### src/rtl/core/icmp4_to_icmp6_header_translate_macros.svh
// ----------------------------------------------------------------------------
// ICMPv4 to ICMPv6 header translate: assertion macros
// Concurrent checks sampled on clk_i, quiet while rst_ni is low.
// ----------------------------------------------------------------------------
`ifndef ICMP4_TO_ICMP6_HEADER_TRANSLATE_MACROS_SVH
`define ICMP4_TO_ICMP6_HEADER_TRANSLATE_MACROS_SVH

// Same-cycle implication.
`define I46_ASSERT_IMP(lbl, cond, prop) \
  lbl: assert property (@(posedge clk_i) disable iff (!rst_ni) (cond) |-> (prop)) \
    else $error("i46: same-cycle check failed");

// Next-cycle implication.
`define I46_ASSERT_NXT(lbl, cond, prop) \
  lbl: assert property (@(posedge clk_i) disable iff (!rst_ni) (cond) |=> (prop)) \
    else $error("i46: next-cycle check failed");

`endif

### src/rtl/core/i46_pkg.sv
`timescale 1ns / 1ps
// ----------------------------------------------------------------------------
// i46_pkg
// Types, message codes and tables of the ICMPv4 to ICMPv6 header translator.
// ----------------------------------------------------------------------------
package i46_pkg;

  localparam int PLATEAU_SLOTS_DEF = 12;
  localparam int SLOT_W            = 16;
  localparam int CNT_W             = 4;
  localparam int CFG_IDX_W         = 3;
  localparam int CFG_DATA_W        = 64;

  // Configuration register indexes
  localparam logic [CFG_IDX_W-1:0] CFG_PLATEAU_A = 3'd0;
  localparam logic [CFG_IDX_W-1:0] CFG_PLATEAU_B = 3'd1;
  localparam logic [CFG_IDX_W-1:0] CFG_PLATEAU_C = 3'd2;
  localparam logic [CFG_IDX_W-1:0] CFG_PLATEAU_N = 3'd3;
  localparam logic [CFG_IDX_W-1:0] CFG_RAISE_MIN = 3'd4;

  // ICMPv4 types
  localparam logic [7:0] ICMP4_ECHO_REPLY    = 8'd0;
  localparam logic [7:0] ICMP4_DEST_UNREACH  = 8'd3;
  localparam logic [7:0] ICMP4_ECHO_REQUEST  = 8'd8;
  localparam logic [7:0] ICMP4_TIME_EXCEEDED = 8'd11;
  localparam logic [7:0] ICMP4_PARAM_PROBLEM = 8'd12;

  // ICMPv4 destination unreachable codes
  localparam logic [7:0] UNR_NET          = 8'd0;
  localparam logic [7:0] UNR_HOST         = 8'd1;
  localparam logic [7:0] UNR_PROTOCOL     = 8'd2;
  localparam logic [7:0] UNR_PORT         = 8'd3;
  localparam logic [7:0] UNR_FRAG_NEEDED  = 8'd4;
  localparam logic [7:0] UNR_SRC_ROUTE    = 8'd5;
  localparam logic [7:0] UNR_NET_UNKNOWN  = 8'd6;
  localparam logic [7:0] UNR_HOST_UNKNOWN = 8'd7;
  localparam logic [7:0] UNR_ISOLATED     = 8'd8;
  localparam logic [7:0] UNR_NET_PROHIB   = 8'd9;
  localparam logic [7:0] UNR_HOST_PROHIB  = 8'd10;
  localparam logic [7:0] UNR_NET_TOS      = 8'd11;
  localparam logic [7:0] UNR_HOST_TOS     = 8'd12;
  localparam logic [7:0] UNR_ADMIN_PROHIB = 8'd13;
  localparam logic [7:0] UNR_PREC_CUTOFF  = 8'd15;

  // ICMPv4 parameter problem codes
  localparam logic [7:0] PP4_POINTER    = 8'd0;
  localparam logic [7:0] PP4_BAD_LENGTH = 8'd2;

  // ICMPv6 types and codes
  localparam logic [7:0] ICMP6_DEST_UNREACH  = 8'd1;
  localparam logic [7:0] ICMP6_PKT_TOO_BIG   = 8'd2;
  localparam logic [7:0] ICMP6_TIME_EXCEEDED = 8'd3;
  localparam logic [7:0] ICMP6_PARAM_PROBLEM = 8'd4;
  localparam logic [7:0] ICMP6_ECHO_REQUEST  = 8'd128;
  localparam logic [7:0] ICMP6_ECHO_REPLY    = 8'd129;

  localparam logic [7:0] DU6_NO_ROUTE     = 8'd0;
  localparam logic [7:0] DU6_ADMIN_PROHIB = 8'd1;
  localparam logic [7:0] DU6_PORT         = 8'd4;
  localparam logic [7:0] PP6_HDR_FIELD    = 8'd0;
  localparam logic [7:0] PP6_NEXT_HDR     = 8'd1;
  localparam logic [7:0] PTR6_NEXT_HDR    = 8'd6;

  localparam logic [7:0]        PTR_NONE     = 8'd255;
  localparam logic [SLOT_W:0]   IPV4_HDR_LEN = 17'd20;
  localparam logic [SLOT_W-1:0] MIN_MTU6     = 16'd1280;

  // IPv4 header offset to IPv6 header offset
  function automatic logic [7:0] ptr_map(input logic [7:0] p);
    logic [7:0] r;
    case (p)
      8'd0:  r = 8'd0;
      8'd1:  r = 8'd1;
      8'd2:  r = 8'd4;
      8'd3:  r = 8'd4;
      8'd8:  r = 8'd7;
      8'd9:  r = 8'd6;
      8'd12: r = 8'd8;
      8'd13: r = 8'd8;
      8'd14: r = 8'd8;
      8'd15: r = 8'd8;
      8'd16: r = 8'd24;
      8'd17: r = 8'd24;
      8'd18: r = 8'd24;
      8'd19: r = 8'd24;
      default: r = PTR_NONE;
    endcase
    return r;
  endfunction

  typedef struct packed {
    logic        drop;
    logic        is_err;
    logic [7:0]  t6;
    logic [7:0]  c6;
    logic [31:0] r6;
    logic        is_mtu;
    logic [SLOT_W-1:0] pkt;
    logic [SLOT_W-1:0] m6;
    logic [SLOT_W-1:0] m4;
  } i46_s1_t;

  typedef struct packed {
    logic        drop;
    logic        is_err;
    logic [7:0]  t6;
    logic [7:0]  c6;
    logic [31:0] r6;
    logic        is_mtu;
    logic [SLOT_W-1:0] mtu;
  } i46_s2_t;

  typedef struct packed {
    logic        verdict;
    logic        is_error_message;
    logic [7:0]  msg6_type;
    logic [7:0]  msg6_code;
    logic [31:0] icmp6_rest;
  } i46_s3_t;

endpackage

### src/rtl/core/i46_in_if.sv
`timescale 1ns / 1ps
// ----------------------------------------------------------------------------
// i46_in_if
// Input channel: one ICMPv4 header word with the side fields it needs.
// ----------------------------------------------------------------------------
interface i46_in_if;
  logic        valid;
  logic        ready;
  logic [7:0]  icmp4_type;
  logic [7:0]  icmp4_code;
  logic [31:0] icmp4_rest;
  logic [15:0] echo_identifier;
  logic [15:0] inner_total_length;
  logic [15:0] out_link_mtu;
  logic [15:0] in_link_mtu;

  modport source (
    output valid, icmp4_type, icmp4_code, icmp4_rest, echo_identifier,
           inner_total_length, out_link_mtu, in_link_mtu,
    input  ready
  );
  modport sink (
    input  valid, icmp4_type, icmp4_code, icmp4_rest, echo_identifier,
           inner_total_length, out_link_mtu, in_link_mtu,
    output ready
  );
endinterface

### src/rtl/core/i46_out_if.sv
`timescale 1ns / 1ps
// ----------------------------------------------------------------------------
// i46_out_if
// Output channel: verdict and one translated ICMPv6 header word.
// ----------------------------------------------------------------------------
interface i46_out_if;
  logic        valid;
  logic        ready;
  logic        verdict;
  logic        is_error_message;
  logic [7:0]  msg6_type;
  logic [7:0]  msg6_code;
  logic [31:0] icmp6_rest;

  modport source (
    output valid, verdict, is_error_message, msg6_type, msg6_code, icmp6_rest,
    input  ready
  );
  modport sink (
    input  valid, verdict, is_error_message, msg6_type, msg6_code, icmp6_rest,
    output ready
  );
endinterface

### src/rtl/core/i46_plateau_search.sv
`timescale 1ns / 1ps
// ----------------------------------------------------------------------------
// i46_plateau_search
// First active plateau slot below the inner total length; zero if none.
// ----------------------------------------------------------------------------
module i46_plateau_search
  import i46_pkg::*;
#(
  parameter int PLATEAU_SLOTS = PLATEAU_SLOTS_DEF
) (
  input  logic [SLOT_W-1:0] slots_i [PLATEAU_SLOTS],
  input  logic [CNT_W-1:0]  count_i,
  input  logic [SLOT_W-1:0] tot_len_i,
  output logic [SLOT_W-1:0] value_o
);

  logic [CNT_W-1:0]         cnt_eff;
  logic [PLATEAU_SLOTS-1:0] hit;

  // saturate count at the slot number
  assign cnt_eff = (count_i > CNT_W'(PLATEAU_SLOTS)) ? CNT_W'(PLATEAU_SLOTS) : count_i;

  always_comb begin
    for (int i = 0; i < PLATEAU_SLOTS; i++) begin
      hit[i] = (CNT_W'(i) < cnt_eff) && (slots_i[i] < tot_len_i);
    end
  end

  // lowest hit wins: walk from the top so lower slots override
  always_comb begin
    value_o = '0;
    for (int i = PLATEAU_SLOTS - 1; i >= 0; i--) begin
      if (hit[i]) begin
        value_o = slots_i[i];
      end
    end
  end

endmodule

### src/rtl/core/icmp4_to_icmp6_header_translate.sv
`timescale 1ns / 1ps
// ----------------------------------------------------------------------------
// icmp4_to_icmp6_header_translate
// Stateless ICMPv4 to ICMPv6 header translation with path MTU computation.
// ----------------------------------------------------------------------------
// Takes one header word per clock unless a stall has backed up to the input,
// and returns one translated word per header; the three register stages are
// decode with plateau search, MTU sums and minimum, then the optional 1280
// floor and output register. A stalled output holds every stage that
// cannot move, and stages with room keep filling. Configuration writes go
// straight to registers and should only be made while no word is in flight.
`include "icmp4_to_icmp6_header_translate_macros.svh"

module icmp4_to_icmp6_header_translate
  import i46_pkg::*;
#(
  parameter int PLATEAU_SLOTS = PLATEAU_SLOTS_DEF
) (
  input  logic                  clk_i,
  input  logic                  rst_ni,
  input  logic                  cfg_we_i,
  input  logic [CFG_IDX_W-1:0]  cfg_idx_i,
  input  logic [CFG_DATA_W-1:0] cfg_data_i,
  i46_in_if.sink                in_i,
  i46_out_if.source             out_o
);

  // --------------------------------------------------------------------------
  // Configuration registers
  // --------------------------------------------------------------------------
  logic [SLOT_W-1:0] plateau_q [PLATEAU_SLOTS];
  logic [CNT_W-1:0]  count_q;
  logic              raise_q;

  for (genvar s = 0; s < PLATEAU_SLOTS; s++) begin : g_slot
    localparam int G = s / 4;
    localparam int L = s % 4;
    localparam logic [CFG_IDX_W-1:0] GIDX =
      (G == 0) ? CFG_PLATEAU_A : (G == 1) ? CFG_PLATEAU_B : CFG_PLATEAU_C;
    always_ff @(posedge clk_i or negedge rst_ni) begin
      if (!rst_ni) begin
        plateau_q[s] <= '0;
      end else if (cfg_we_i && (cfg_idx_i == GIDX)) begin
        plateau_q[s] <= cfg_data_i[SLOT_W*L +: SLOT_W];
      end
    end
  end

  always_ff @(posedge clk_i or negedge rst_ni) begin
    if (!rst_ni) begin
      count_q <= '0;
      raise_q <= 1'b1;
    end else if (cfg_we_i) begin
      if (cfg_idx_i == CFG_PLATEAU_N) begin
        count_q <= cfg_data_i[CNT_W-1:0];
      end
      if (cfg_idx_i == CFG_RAISE_MIN) begin
        raise_q <= cfg_data_i[0];
      end
    end
  end

  // --------------------------------------------------------------------------
  // Pipeline control
  // --------------------------------------------------------------------------
  logic v1_q, v2_q, v3_q;
  logic rdy1, rdy2, rdy3;
  logic in_fire;

  assign rdy3       = !v3_q || out_o.ready;
  assign rdy2       = !v2_q || rdy3;
  assign rdy1       = !v1_q || rdy2;
  assign in_i.ready = rdy1;
  assign in_fire    = in_i.valid && rdy1;

  always_ff @(posedge clk_i or negedge rst_ni) begin
    if (!rst_ni) begin
      v1_q <= 1'b0;
      v2_q <= 1'b0;
      v3_q <= 1'b0;
    end else begin
      if (rdy1) begin
        v1_q <= in_i.valid;
      end
      if (rdy2) begin
        v2_q <= v1_q;
      end
      if (rdy3) begin
        v3_q <= v2_q;
      end
    end
  end

  // --------------------------------------------------------------------------
  // Stage 1: decode and plateau search
  // --------------------------------------------------------------------------
  i46_s1_t           s1_d, s1_q;
  logic [SLOT_W-1:0] plat_val;
  logic [SLOT_W-1:0] reported;
  logic [7:0]        ptr6;
  logic              drop;

  assign reported = in_i.icmp4_rest[SLOT_W-1:0];
  assign ptr6     = ptr_map(in_i.icmp4_rest[31:24]);

  i46_plateau_search #(
    .PLATEAU_SLOTS (PLATEAU_SLOTS)
  ) u_search (
    .slots_i   (plateau_q),
    .count_i   (count_q),
    .tot_len_i (in_i.inner_total_length),
    .value_o   (plat_val)
  );

  always_comb begin
    s1_d     = '0;
    drop     = 1'b0;
    s1_d.pkt = (reported == '0) ? plat_val : reported;
    s1_d.m6  = in_i.out_link_mtu;
    s1_d.m4  = in_i.in_link_mtu;
    case (in_i.icmp4_type)
      ICMP4_ECHO_REQUEST: begin
        s1_d.t6 = ICMP6_ECHO_REQUEST;
        s1_d.r6 = {in_i.echo_identifier, in_i.icmp4_rest[15:0]};
      end
      ICMP4_ECHO_REPLY: begin
        s1_d.t6 = ICMP6_ECHO_REPLY;
        s1_d.r6 = {in_i.echo_identifier, in_i.icmp4_rest[15:0]};
      end
      ICMP4_DEST_UNREACH: begin
        s1_d.is_err = 1'b1;
        s1_d.t6     = ICMP6_DEST_UNREACH;
        case (in_i.icmp4_code)
          UNR_NET, UNR_HOST, UNR_SRC_ROUTE, UNR_NET_UNKNOWN, UNR_HOST_UNKNOWN,
          UNR_ISOLATED, UNR_NET_TOS, UNR_HOST_TOS: begin
            s1_d.c6 = DU6_NO_ROUTE;
          end
          UNR_PROTOCOL: begin
            s1_d.t6 = ICMP6_PARAM_PROBLEM;
            s1_d.c6 = PP6_NEXT_HDR;
            s1_d.r6 = {24'b0, PTR6_NEXT_HDR};
          end
          UNR_PORT: begin
            s1_d.c6 = DU6_PORT;
          end
          UNR_FRAG_NEEDED: begin
            s1_d.t6     = ICMP6_PKT_TOO_BIG;
            s1_d.is_mtu = 1'b1;
          end
          UNR_NET_PROHIB, UNR_HOST_PROHIB, UNR_ADMIN_PROHIB, UNR_PREC_CUTOFF: begin
            s1_d.c6 = DU6_ADMIN_PROHIB;
          end
          default: begin
            drop = 1'b1;
          end
        endcase
      end
      ICMP4_TIME_EXCEEDED: begin
        s1_d.is_err = 1'b1;
        s1_d.t6     = ICMP6_TIME_EXCEEDED;
        s1_d.c6     = in_i.icmp4_code;
      end
      ICMP4_PARAM_PROBLEM: begin
        s1_d.is_err = 1'b1;
        s1_d.t6     = ICMP6_PARAM_PROBLEM;
        if ((in_i.icmp4_code == PP4_POINTER || in_i.icmp4_code == PP4_BAD_LENGTH)
            && (ptr6 != PTR_NONE)) begin
          s1_d.c6 = PP6_HDR_FIELD;
          s1_d.r6 = {24'b0, ptr6};
        end else begin
          drop = 1'b1;
        end
      end
      default: begin
        drop = 1'b1;
      end
    endcase
    // a dropped word carries nothing but the verdict
    if (drop) begin
      s1_d      = '0;
      s1_d.drop = 1'b1;
    end
  end

  always_ff @(posedge clk_i) begin
    if (in_fire) begin
      s1_q <= s1_d;
    end
  end

  // --------------------------------------------------------------------------
  // Stage 2: 17-bit sums and three-way minimum
  // --------------------------------------------------------------------------
  i46_s2_t         s2_d, s2_q;
  logic [SLOT_W:0] pkt_sum, m4_sum, m6_ext, min_a, min_b;

  assign pkt_sum = {1'b0, s1_q.pkt} + IPV4_HDR_LEN;
  assign m4_sum  = {1'b0, s1_q.m4} + IPV4_HDR_LEN;
  assign m6_ext  = {1'b0, s1_q.m6};
  assign min_a   = (pkt_sum < m6_ext) ? pkt_sum : m6_ext;
  assign min_b   = (m4_sum < min_a) ? m4_sum : min_a;

  always_comb begin
    s2_d.drop   = s1_q.drop;
    s2_d.is_err = s1_q.is_err;
    s2_d.t6     = s1_q.t6;
    s2_d.c6     = s1_q.c6;
    s2_d.r6     = s1_q.r6;
    s2_d.is_mtu = s1_q.is_mtu;
    // bounded by the outgoing link MTU, so 16 bits hold it
    s2_d.mtu    = min_b[SLOT_W-1:0];
  end

  always_ff @(posedge clk_i) begin
    if (v1_q && rdy2) begin
      s2_q <= s2_d;
    end
  end

  // --------------------------------------------------------------------------
  // Stage 3: minimum MTU floor and output register
  // --------------------------------------------------------------------------
  i46_s3_t           s3_d, s3_q;
  logic [SLOT_W-1:0] mtu_fl;

  assign mtu_fl = (raise_q && (s2_q.mtu < MIN_MTU6)) ? MIN_MTU6 : s2_q.mtu;

  always_comb begin
    s3_d.verdict          = s2_q.drop;
    s3_d.is_error_message = s2_q.is_err;
    s3_d.msg6_type        = s2_q.t6;
    s3_d.msg6_code        = s2_q.c6;
    s3_d.icmp6_rest       = s2_q.is_mtu ? {16'b0, mtu_fl} : s2_q.r6;
  end

  always_ff @(posedge clk_i) begin
    if (v2_q && rdy3) begin
      s3_q <= s3_d;
    end
  end

  assign out_o.valid            = v3_q;
  assign out_o.verdict          = s3_q.verdict;
  assign out_o.is_error_message = s3_q.is_error_message;
  assign out_o.msg6_type        = s3_q.msg6_type;
  assign out_o.msg6_code        = s3_q.msg6_code;
  assign out_o.icmp6_rest       = s3_q.icmp6_rest;

  // --------------------------------------------------------------------------
  // Assertions
  // --------------------------------------------------------------------------
  `I46_ASSERT_IMP(a_drop_clean, v3_q && s3_q.verdict,
                  !s3_q.is_error_message && s3_q.msg6_type == '0 &&
                  s3_q.msg6_code == '0 && s3_q.icmp6_rest == '0)
  `I46_ASSERT_IMP(a_mtu_narrow,
                  v3_q && !s3_q.verdict && s3_q.msg6_type == ICMP6_PKT_TOO_BIG,
                  s3_q.icmp6_rest[31:16] == '0)
  `I46_ASSERT_NXT(a_accept_fill, in_fire, v1_q)
  `I46_ASSERT_NXT(a_s2_hold, v2_q && !rdy3, v2_q && v3_q)

endmodule

### src/flat_wrapper.sv
// flat-port wrapper written by rule: the top's interface ports become plain ports
module icmp4_to_icmp6_header_translate_flat import i46_pkg::*;
#(
  parameter int PLATEAU_SLOTS = PLATEAU_SLOTS_DEF
)
  (clk_i, rst_ni, cfg_we_i, cfg_idx_i, cfg_data_i, in_i_valid, in_i_icmp4_type, in_i_icmp4_code, in_i_icmp4_rest, in_i_echo_identifier, in_i_inner_total_length, in_i_out_link_mtu, in_i_in_link_mtu, in_i_ready, out_o_valid, out_o_verdict, out_o_is_error_message, out_o_msg6_type, out_o_msg6_code, out_o_icmp6_rest, out_o_ready);
  i46_in_if in_i_i ();
  i46_out_if out_o_i ();
  input  logic clk_i;
  input  logic rst_ni;
  input  logic cfg_we_i;
  input  logic [CFG_IDX_W-1:0] cfg_idx_i;
  input  logic [CFG_DATA_W-1:0] cfg_data_i;
  input wire logic [$bits(in_i_i.valid)-1:0] in_i_valid;
  input wire logic [$bits(in_i_i.icmp4_type)-1:0] in_i_icmp4_type;
  input wire logic [$bits(in_i_i.icmp4_code)-1:0] in_i_icmp4_code;
  input wire logic [$bits(in_i_i.icmp4_rest)-1:0] in_i_icmp4_rest;
  input wire logic [$bits(in_i_i.echo_identifier)-1:0] in_i_echo_identifier;
  input wire logic [$bits(in_i_i.inner_total_length)-1:0] in_i_inner_total_length;
  input wire logic [$bits(in_i_i.out_link_mtu)-1:0] in_i_out_link_mtu;
  input wire logic [$bits(in_i_i.in_link_mtu)-1:0] in_i_in_link_mtu;
  output wire logic [$bits(in_i_i.ready)-1:0] in_i_ready;
  output wire logic [$bits(out_o_i.valid)-1:0] out_o_valid;
  output wire logic [$bits(out_o_i.verdict)-1:0] out_o_verdict;
  output wire logic [$bits(out_o_i.is_error_message)-1:0] out_o_is_error_message;
  output wire logic [$bits(out_o_i.msg6_type)-1:0] out_o_msg6_type;
  output wire logic [$bits(out_o_i.msg6_code)-1:0] out_o_msg6_code;
  output wire logic [$bits(out_o_i.icmp6_rest)-1:0] out_o_icmp6_rest;
  input wire logic [$bits(out_o_i.ready)-1:0] out_o_ready;
  assign in_i_i.valid = in_i_valid;
  assign in_i_i.icmp4_type = in_i_icmp4_type;
  assign in_i_i.icmp4_code = in_i_icmp4_code;
  assign in_i_i.icmp4_rest = in_i_icmp4_rest;
  assign in_i_i.echo_identifier = in_i_echo_identifier;
  assign in_i_i.inner_total_length = in_i_inner_total_length;
  assign in_i_i.out_link_mtu = in_i_out_link_mtu;
  assign in_i_i.in_link_mtu = in_i_in_link_mtu;
  assign in_i_ready = in_i_i.ready;
  assign out_o_valid = out_o_i.valid;
  assign out_o_verdict = out_o_i.verdict;
  assign out_o_is_error_message = out_o_i.is_error_message;
  assign out_o_msg6_type = out_o_i.msg6_type;
  assign out_o_msg6_code = out_o_i.msg6_code;
  assign out_o_icmp6_rest = out_o_i.icmp6_rest;
  assign out_o_i.ready = out_o_ready;
  icmp4_to_icmp6_header_translate #(.PLATEAU_SLOTS(PLATEAU_SLOTS)) u_core (.clk_i(clk_i), .rst_ni(rst_ni), .cfg_we_i(cfg_we_i), .cfg_idx_i(cfg_idx_i), .cfg_data_i(cfg_data_i), .in_i(in_i_i), .out_o(out_o_i));
endmodule
### config.mk
export PLATFORM = sky130hd
export DESIGN_NAME = icmp4_to_icmp6_header_translate_flat
export DESIGN_NICKNAME = d
export VERILOG_FILES = /design/src/rtl/core/i46_pkg.sv /design/src/rtl/core/i46_in_if.sv /design/src/rtl/core/i46_out_if.sv /design/src/rtl/core/i46_plateau_search.sv /design/src/rtl/core/icmp4_to_icmp6_header_translate.sv /design/src/flat_wrapper.sv
export VERILOG_INCLUDE_DIRS = /design/src /design/src/rtl/core
export SDC_FILE = /design/constraint.sdc
export NUM_CORES = 1
export LEC_CHECK = 0
export ABC_AREA = 1
export BUFFER_PORTS_ARGS = -buffer_cell sky130_fd_sc_hd__buf_4
export CORE_MARGIN = 2
export CORE_UTILIZATION = 38
export CTS_CLUSTER_SIZE = 10
export DETAILED_ROUTE_END_ITERATION = 12
export GPL_TIMING_DRIVEN = 0
export MAX_ROUTING_LAYER = met4
export PLACE_DENSITY = 0.54
export SYNTH_ARGS = -nofsm -noshare
export SYNTH_HDL_FRONTEND = slang
export SYNTH_SLANG_ARGS = --single-unit
### constraint.sdc
create_clock -name clk_i -period 8.1 [get_ports clk_i]
set_input_delay 0.81 -clock clk_i [delete_from_list [all_inputs] [get_ports clk_i]]
set_output_delay 0.81 -clock clk_i [all_outputs]
set_load 0.01 [all_outputs]
==> flow_summary.toml, run 1 <==
[layout]
fin_area_sq_mm = 0.0275
nets = 3411
drive_above_1_share_pct = 11.4
syn_to_final_growth_pct = 18.6

[floorplanning]
start_util_pct = 38.4
core_sq_mm = 0.0604
dieArea_sq_mm = 0.0630
rows = 90
io_pins = 236
die_height_microns = 251
die_w_microns = 251

[synth]
synth_top_family_by_area = "simple AND/OR/NAND/NOR gates"
synth.distinct_cells = 53
synthCells = 2732
seq_area_frac_synth_pct = 48.0
yosys_warnings = 0
postSynth.asyncResetShare_pct = 49.5
synth_mux_area_share_pct = 0
synth_compound_area_share_pct = 12.3
synth_xor_area_share_pct = 0.718
synth-simple-area-share_pct = 18.0
synth_area_sq_mm = 0.0232
synth_seq_cells = 404
synth_edf_count = 204
synth_top_flop_cell = "edfxtp_1"
synthAdderAreaFrac_pct = 11.6
syn_area_per_cell_sq_um = 8.48

[global_route]
grt.busiest_layer = "met2"
grt_use_met2_pct = 44.3
grt_pass1_wl_mm = 118
grt_pass1_vias = 19880
use_met3_pct = 2.94
use_met1_pct = 31.0
grt_remaining_overflow = 0
grt_start_max_net_pins = 109
antenna_found_initial = 6
track_usage_pct = 26.0

[route]
drtIter0Drc = 1322
drc = 0
via_per_inst = 5.23
ant_nets = 0
wl_per_cell_microns = 20.9
firstDrtPassIters = 8
wl_mm = 80.1
vias = 20028

[worst_setup_path]
critical_path_arrival_ns = 6.09
rrSetupSlack_ns = 2.45
startpoint = "u_core.s1_q[36]"
crit_family = "simple AND/OR/NAND/NOR gates"
critical_path.startpoint_type = "flop"
crit_path_max_incr_delay_ns = 0.53
cp-endpoint = "u_core.s2_q[7]"
reg2reg_to = "u_core.s2_q[7]"
slowest_stage = "a211oi_2"
r2r_cells = 29
path_common_cell = "inv_1"
path_buf_inv = 8
critPathRequiredTime_ns = 8.55
worstSetupEndpointType = "flop"
path_depth = 29
cp_max_fo = 10
crit_type = "flop to flop"
r2r_start = "u_core.s1_q[36]"

[clocking]
clock_latency_ns = 0.61
cts_root_buf = "clkbuf_16"
tritoncts = "built"
numClockSinks = 404
clockBufferDepth = 3
cts.reportedPaths.clkPinSlew_ns = 0.05
cts_hold_buf = 0
post_cts_resized = 0
numCtsBuffers = 49
post_cts_buffers = 0
htree_levels = 2

[sta]
fin_worst_skew_ns = 0.0335
finalSetupTns_ns = 0
min_period_ns = 5.65
final_hold_viol_count = 0
slew_viol_final = 0
timing.fmax_mhz = 177
setup_viol = 0
slew_headroom_pct = 22.3
fin_crit_sh_pct = 69.7
layout_setup_ws_ns = 2.45
worst_pin_slew_ns = 1.16
rsz0062_at_grt = "false"

[power]
power_frac_clock_pct = 30.6
power.net_switching_mw = 2.39
p_seq_share_pct = 41.3
peakVddDrop_mv = 0.175
p_int_mw = 4.45
p_comb_share_pct = 28.1
swShare_pct = 35.0
p_leak_nw = 13.7
total_power_mw = 6.84
power_density_mw_per_mm2 = 249

[status]
status = "complete, no violations"

[placed_design]
detailed_place_hpwl_mm = 61.8
io_buffers = 223
finalWeightedCongestion = 0.964
place_area_sq_mm = 0.0260
post-place-ws_ns = 2.50

[run]
max_cap_viol_count = 0

[min_path]
hold_class = "input pin to async pin"
[cells in the final DEF (no fill, tap or decap), types with 3 or more instances in the layout]
master     synthesis  routed
diode_2            0       3
inv_1            458     456
a21oi_1          128     127
nor4_1             9       9
nor2_2             4       4
nor3_1            17      17
o21ai_1            3       3
buf_1              4       4
o221ai_1           4       4
edfxtp_1         204     204
or2_2             25      25
buf_4              5     227
o211ai_1          13      13
dfrtp_1          199     199
nand2_2            3       3
a21oi_2            3       3
o21a_1             5       5
nand3b_1           4       4
clkbuf_1          84     110
clkinv_1           2       3
o21ai_0          364     364
ha_1             214     214
nand2_1          594     594
conb_1             2       5
xor2_1             9       9
a31oi_1            4       4
buf_2              9       9
nand3_1          138     138
o31ai_1            5       5
clkbuf_16          0      49
nor2_1           134     134
nand4_1           48      48
xnor2_1           10      10
or2_0              3       3
[through the flow]
stage | hold WS [ns] | std cells | utilization (%)
detailed placement | 0.405 | 3744 | 43.0
finish | 0.270 | 3833 | 45.5
global placement | 0.402 | 3740 | 42.8
CTS | 0.300 | 3830 | 45.5
global route | 0.338 | 3832 | 45.5
floorplan | 0.400 | 2735 | -
[state kept, by name (all words and copies together), names as in the netlist, 4 cells and up]
signal and cells:
u_core.count_q 4, u_core.m6_ext 16, u_core.plateau_q 192, u_core.s1_q 79
u_core.out_o.msg6_type 4, u_core.out_o.icmp6_rest 32, u_core.out_o.msg6_code 8, u_core.s2_q 63
[cell usage after synthesis (9+ instances only)]
cell / number / share of area, %
nor4_1: 9 / 0.24
or2_2: 25 / 0.67
dfrtp_1: 199 / 21
nand4_1: 48 / 1.3
inv_1: 458 / 7.4
nor2_1: 134 / 2.2
nor3_1: 17 / 0.37
buf_2: 9 / 0.19
ha_1: 214 / 12
a21oi_1: 128 / 2.8
nand3_1: 138 / 3.0
o21ai_0: 364 / 7.9
xnor2_1: 10 / 0.38
xor2_1: 9 / 0.34
edfxtp_1: 204 / 26
nand2_1: 594 / 9.6
o211ai_1: 13 / 0.42
clkbuf_1: 84 / 1.4
[cell type report]
cell class	count	area, sq um
clock inverters	9	163
fillers	5935	32900
plain buffers	103	424
diodes	3	7.51
flip-flops and latches	404	11100
well taps	782	978
inverters	461	1730
clock buffers	77	1350
repair buffers	227	1780
multi-input cells	1767	9910
[kinds of logic after synthesis]
| kind of cell | after synthesis |
|---|---|
| simple gates | 985 |
| buf+inv | 564 |
| compound gates | 544 |
| flops | 404 |
| fa+ha+maj | 214 |
| xor+xnor | 19 |
| other cells | 2 |
[routing by layer]
| metal | part of all wire [%] | vias to the layer above |
|---|---|---|
| met1 | 41 | 9654 |
| met4 | 4.8 | 0 |
| met5 | 0 | - |
| li1 | - | 9574 |
| met3 | 5.0 | 186 |
| met2 | 49 | 614 |
[power groups by stage]
stage	clock network [mW]	registers, mW	logic, mW
after detailed placement	0	2.86	1.91
after CTS	2.14	2.82	1.92
after global routing	2.22	2.86	2.17
final	2.09	2.82	1.92
after floorplan	0	2.78	1.17
after global placement	0	2.87	1.84
[worst min path at each step]
stage | from | to | slack [ns] | depth (start not counted)
2_1_floorplan | u_core.s2_q[65] | u_core.out_o.is_error_message | 0.40 | 0
3_3_place_gp | u_core.s2_q[57] | u_core.out_o.msg6_type[0] | 0.40 | 0
3_5_place_dp | u_core.s1_q[55] | u_core.s2_q[23] | 0.40 | 0
4_1_cts | rst_ni | u_core.plateau_q[184] | 0.30 | 1
5_1_grt | rst_ni | u_core.plateau_q[167] | 0.34 | 1
6_report | rst_ni | u_core.plateau_q[38] | 0.27 | 1
Note: power is estimated with default switching activity, not from simulation.
==> run 2, diff against run 1 <==
Settings changed: PLACE_DENSITY 0.54 to 0.57.
Clock period 8.1 ns to 5 ns, I/O delays scaled along.
==> run 2 against run 1 <==
Critical path depth unchanged. Clock skew decreased by 0.0082 ns. Critical path type unchanged. Highest routed layer unchanged. Critical endpoint is now u_core.s2_q[6]. Largest power group unchanged. Largest cell class unchanged. Wire length decreased by 0.66%. Sequential share of layout area decreased by 0.91 points.
==> flow_summary.toml, run 2 (same netlist as run 1, synthesis figures left out) <==
[clocking]
cts_root_buf = "clkbuf_16"
clock_latency_ns = 0.62
numClockSinks = 404
tritoncts = "built"
numCtsBuffers = 49
cts.reportedPaths.clkPinSlew_ns = 0.06
clockBufferDepth = 3
htree_levels = 2

[route]
wl_per_cell_microns = 20.6
drc = 0
drtIter0Drc = 1407
ant_nets = 0
wl_mm = 79.6
via_per_inst = 5.28
vias = 20406
firstDrtPassIters = 8

[layout]
top_regs = "u_core.plateau_q (192), u_core.s1_q (79), u_core.s2_q (63)"
drive_above_1_share_pct = 14.2
regArea_sq_mm = 0.0111
fin_util_pct = 46.6
fin_area_sq_mm = 0.0281
syn_to_final_growth_pct = 21.3
stdcell_count = 3864
multi_input_area_sq_mm = 0.0102
final_cell_mix = "nand2_1 (575), inv_1 (453), o21ai_0 (355)"
top_register = "u_core.plateau_q"
largest_reg_flops = 192
nFillCells = 5898
nets = 3441
final_common_cell = "nand2_1"

[sta]
worst_pin_slew_ns = 1.20
finalSetupTns_ns = 0
min_period_ns = 4.88
slew_viol_final = 0
setup_viol = 0
layout_setup_ws_ns = 0.123
fin_crit_sh_pct = 97.5
timing.fmax_mhz = 205
hold_slack_ns = 0.164
final_hold_viol_count = 0
fin_worst_skew_ns = 0.0253
slew_headroom_pct = 19.9
rsz0062_at_grt = "true"

[floorplanning]
io_pins = 236
core_sq_mm = 0.0604
rows = 90
die_w_microns = 251
die_height_microns = 251
dieArea_sq_mm = 0.0630
start_util_pct = 38.4

[worst_setup_path]
cp_max_fo = 8
cp-endpoint = "u_core.s2_q[6]"
rrSetupSlack_ns = 0.12
path_depth = 29
r2r_cells = 29
worstSetupEndpointType = "flop"
reg2reg_to = "u_core.s2_q[6]"
path_common_cell = "nand2_2"
crit_path_max_incr_delay_ns = 0.39
crit_type = "flop to flop"
slowest_stage = "edfxtp_1"
critical_path_arrival_ns = 5.24
startpoint = "u_core.s1_q[35]"
critPathRequiredTime_ns = 5.36
path_buf_inv = 7
critical_path.startpoint_type = "flop"
r2r_start = "u_core.s1_q[35]"
crit_family = "simple AND/OR/NAND/NOR gates"

[power]
peakVddDrop_mv = 0.356
p_leak_nw = 14.0
power_density_mw_per_mm2 = 401
total_power_mw = 11.3

[placed_design]
detailed_place_hpwl_mm = 60.4
finalWeightedCongestion = 1.03
placed_cells = 3744
post-place-ws_ns = -0.419
io_buffers = 223
place_area_sq_mm = 0.0260

[min_path]
worstHoldPathCells = 3
hold_class = "input pin to flop"

[global_route]
antenna_found_initial = 6
grt_start_max_net_pins = 119
grt_remaining_overflow = 0
grt_pass1_wl_mm = 116
grt_pass1_vias = 19886
track_usage_pct = 25.5

[run]
max_cap_viol_count = 0

[status]
status = "complete, no violations"
-- run 2: tightest hold or removal path: stages --
cell and delay, ns:
buf_4 0.07, nand2_1 0.09, nand2_1 0.07
-- run 2: worst min path at each step --
stage | end | from
floorplan | u_core.count_q[0] | rst_ni
global placement | u_core.s2_q[35] | u_core.s1_q[67]
detailed placement | u_core.s2_q[22] | u_core.s1_q[54]
CTS | u_core.v1_q | in_i_valid
global route | u_core.s1_q[14] | in_i_in_link_mtu[14]
finish | u_core.v1_q | in_i_valid
-- run 2: power by group --
part	internal, mW	switching [mW]	total (mW)
clock network	2.02	1.47	3.49
registers	4.14	0.429	4.57
logic	1.17	2.05	3.22
-- run 2: per-layer routing --
metal  vias to the layer above  track usage (%)  routed length, microns
met3                       200             3.03                    4550
met1                      9825             30.5                   31900
met2                       750             43.7                   39600
li1                       9631                -                       -
met5                         -                -                       0
met4                         0             10.5                    3480
-- run 2: layout make-up --
cell class	instances	share of cell area, %
Inverter	461	6.17
Clock inverter	9	0.597
Sequential cell	404	39.6
Multi-Input combinational cell	1767	36.3
Tap cell	782	3.48
Antenna cell	3	0.0267
Buffer	103	1.61
Timing Repair Buffer	257	7.28
Clock buffer	78	4.96
-- run 2: timing repair --
item                       in CTS  in global routing
hold endpoints to repair       82                  0
setup endpoints to repair      16                 16
gates cloned                    0                  3
buffers inserted                2                 24
resized for setup               9                 85
hold buffers                    1                  0
pin swaps                       2                 36
==> run 3, diff against run 2 <==
Settings changed: CORE_UTILIZATION 38 to 40.
Clock period 5 ns to 4.8 ns, I/O delays scaled along.
==> run 3 against run 2 <==
Power grew 3.0%. Global-route usage grew 1.5 points. Cell count down 0.67%. Critical endpoint is now u_core.s2_q[5]. Sequential power is 4% higher. Critical path depth rose by 3.
==> flow_summary.toml, run 3 (same netlist as run 1, synthesis figures left out) <==
[worst_setup_path]
critical_path_arrival_ns = 5.06
slowest_stage = "edfxtp_1"
crit_type = "flop to flop"
cp_max_fo = 8
r2r_cells = 32
crit_path_max_incr_delay_ns = 0.38
path_common_cell = "nand2_4"
critical_path.startpoint_type = "flop"
critPathRequiredTime_ns = 5.14
worstSetupEndpointType = "flop"

[power]
power_density_mw_per_mm2 = 414
power.net_switching_mw = 4.07
p_leak_nw = 14.0
p_int_mw = 7.55
swShare_pct = 35.0
p_seq_share_pct = 40.9
power_frac_clock_pct = 29.8
peakVddDrop_mv = 0.317
p_comb_share_pct = 29.3

[sta]
slew_viol_final = 0
timing.fmax_mhz = 212
worst_pin_slew_ns = 1.14
fin_crit_sh_pct = 98.4
min_period_ns = 4.72
setup_viol = 0
finalSetupTns_ns = 0
fin_worst_skew_ns = 0.0143
final_hold_viol_count = 0
slew_headroom_pct = 24.0
hold_slack_ns = 0.183
rsz0062_at_grt = "true"

[route]
wl_met2_mm = 38.7
drc = 0
ant_nets = 0
vias = 20107
drtIter0Drc = 1426
met3WireLength_mm = 3.85
highest_layer = "met4"
wl_per_cell_microns = 20.6
wl_met1_mm = 32.2
firstDrtPassIters = 5
wl_mm = 79.0
via_per_inst = 5.24

[clocking]
numCtsBuffers = 48
cts_root_buf = "clkbuf_16"
clock_latency_ns = 0.60
tritoncts = "built"
clockBufferDepth = 3
numClockSinks = 404
cts.reportedPaths.clkPinSlew_ns = 0.06
htree_levels = 2

[global_route]
grt_pass1_wl_mm = 117
antenna_found_initial = 5
grt_start_max_net_pins = 117
track_usage_pct = 26.9
grt_pass1_vias = 20081
grt_remaining_overflow = 0

[floorplanning]
start_util_pct = 40.3
io_pins = 236
die_w_microns = 245
die_height_microns = 245
rows = 88
core_sq_mm = 0.0575
dieArea_sq_mm = 0.0599

[layout]
nFillCells = 5596
final_common_cell = "nand2_1"
largest_reg_flops = 192
top_regs = "u_core.plateau_q (192), u_core.s1_q (79), u_core.s2_q (63)"
drive_above_1_share_pct = 14.3
nets = 3434
syn_to_final_growth_pct = 21.1
stdcell_count = 3838
top_register = "u_core.plateau_q"
final_cell_mix = "nand2_1 (562), inv_1 (453), o21ai_0 (354)"

[placed_design]
detailed_place_hpwl_mm = 60.6
placed_cells = 3727
finalWeightedCongestion = 1.01
io_buffers = 223

[status]
status = "complete, no violations"

[run]
max_cap_viol_count = 0

[min_path]
hold_class = "input pin to flop"
worstHoldPathCells = 3
## run 3: routing by layer
metal	GRT usage [%]	vias to the layer above
met5	-	-
met4	13.3	0
met3	3.20	211
met2	45.4	625
met1	32.0	9645
li1	-	9626
## run 3: layout make-up
class	count	area [sq um]	share of cell area, %
flip-flops and latches	404	11100	39.7
multi-input cells	1767	10300	36.7
repair buffers	251	2010	7.16
inverters	461	1730	6.17
clock buffers	80	1370	4.89
well taps	765	957	3.41
plain buffers	103	463	1.65
clock inverters	4	100	0.357
diodes	3	7.51	0.0267
## run 3: path summary, 6_finish.rpt
check                                          start                   end  slack (ns)
worst min-delay path            in_i_out_link_mtu[3]      u_core.m6_ext[3]        0.18
min in group asynchronous                     rst_ni  u_core.plateau_q[43]        0.45
max in group asynchronous                     rst_ni           u_core.v1_q        3.30
worst max register to register       u_core.s1_q[34]        u_core.s2_q[5]        0.08
worst min register to register       u_core.s1_q[78]       u_core.s2_q[46]        0.42
worst max-delay path                 u_core.s1_q[34]        u_core.s2_q[5]        0.08
## run 3: critical path: cells and delay by family (launching register included)
family,cells,cell delay (ns)
AOI/OAI and AO/OA,5,0.65
and+or+nand+nor,19,2.08
DFF,1,0.38
xor gates and xnor gates,1,0.16
buffers and inverters,5,0.60
adders and majority gates,2,0.57
## run 3: stage by stage
| stage | area, sq um | utilization, % | setup slack, ns | total power [mW] |
|---|---|---|---|---|
| floorplan | 23200 | - | 0.380 | 6.67 |
| global placement | 25800 | 44.9 | -0.634 | 7.92 |
| detailed placement | 25900 | 45.1 | -0.641 | 8.02 |
| CTS | 27600 | 48.0 | 0.00504 | 11.5 |
| global route | 28100 | 48.8 | -0.160 | 12.3 |
| finish | 28100 | 48.8 | 0.0783 | 11.6 |
## run 3: power groups by stage
stage          sequential, mW  combinational, mW  clock, mW
2_1_floorplan            4.69               1.97          0
5_1_grt                  4.81               3.83       3.68
3_5_place_dp             4.81               3.21          0
6_report                 4.76               3.41       3.46
3_3_place_gp             4.83               3.09          0
4_1_cts                  4.75               3.26       3.53
## run 3: timing repair
action / 4_1_cts / 5_1_grt
buffers inserted: 10 / 10
gates cloned: 1 / 2
hold buffers: 1 / 0
pin swaps: 14 / 43
endpoints found under the setup margin: 16 / 16
resized for setup: 30 / 92
hold endpoints to repair: 83 / 0
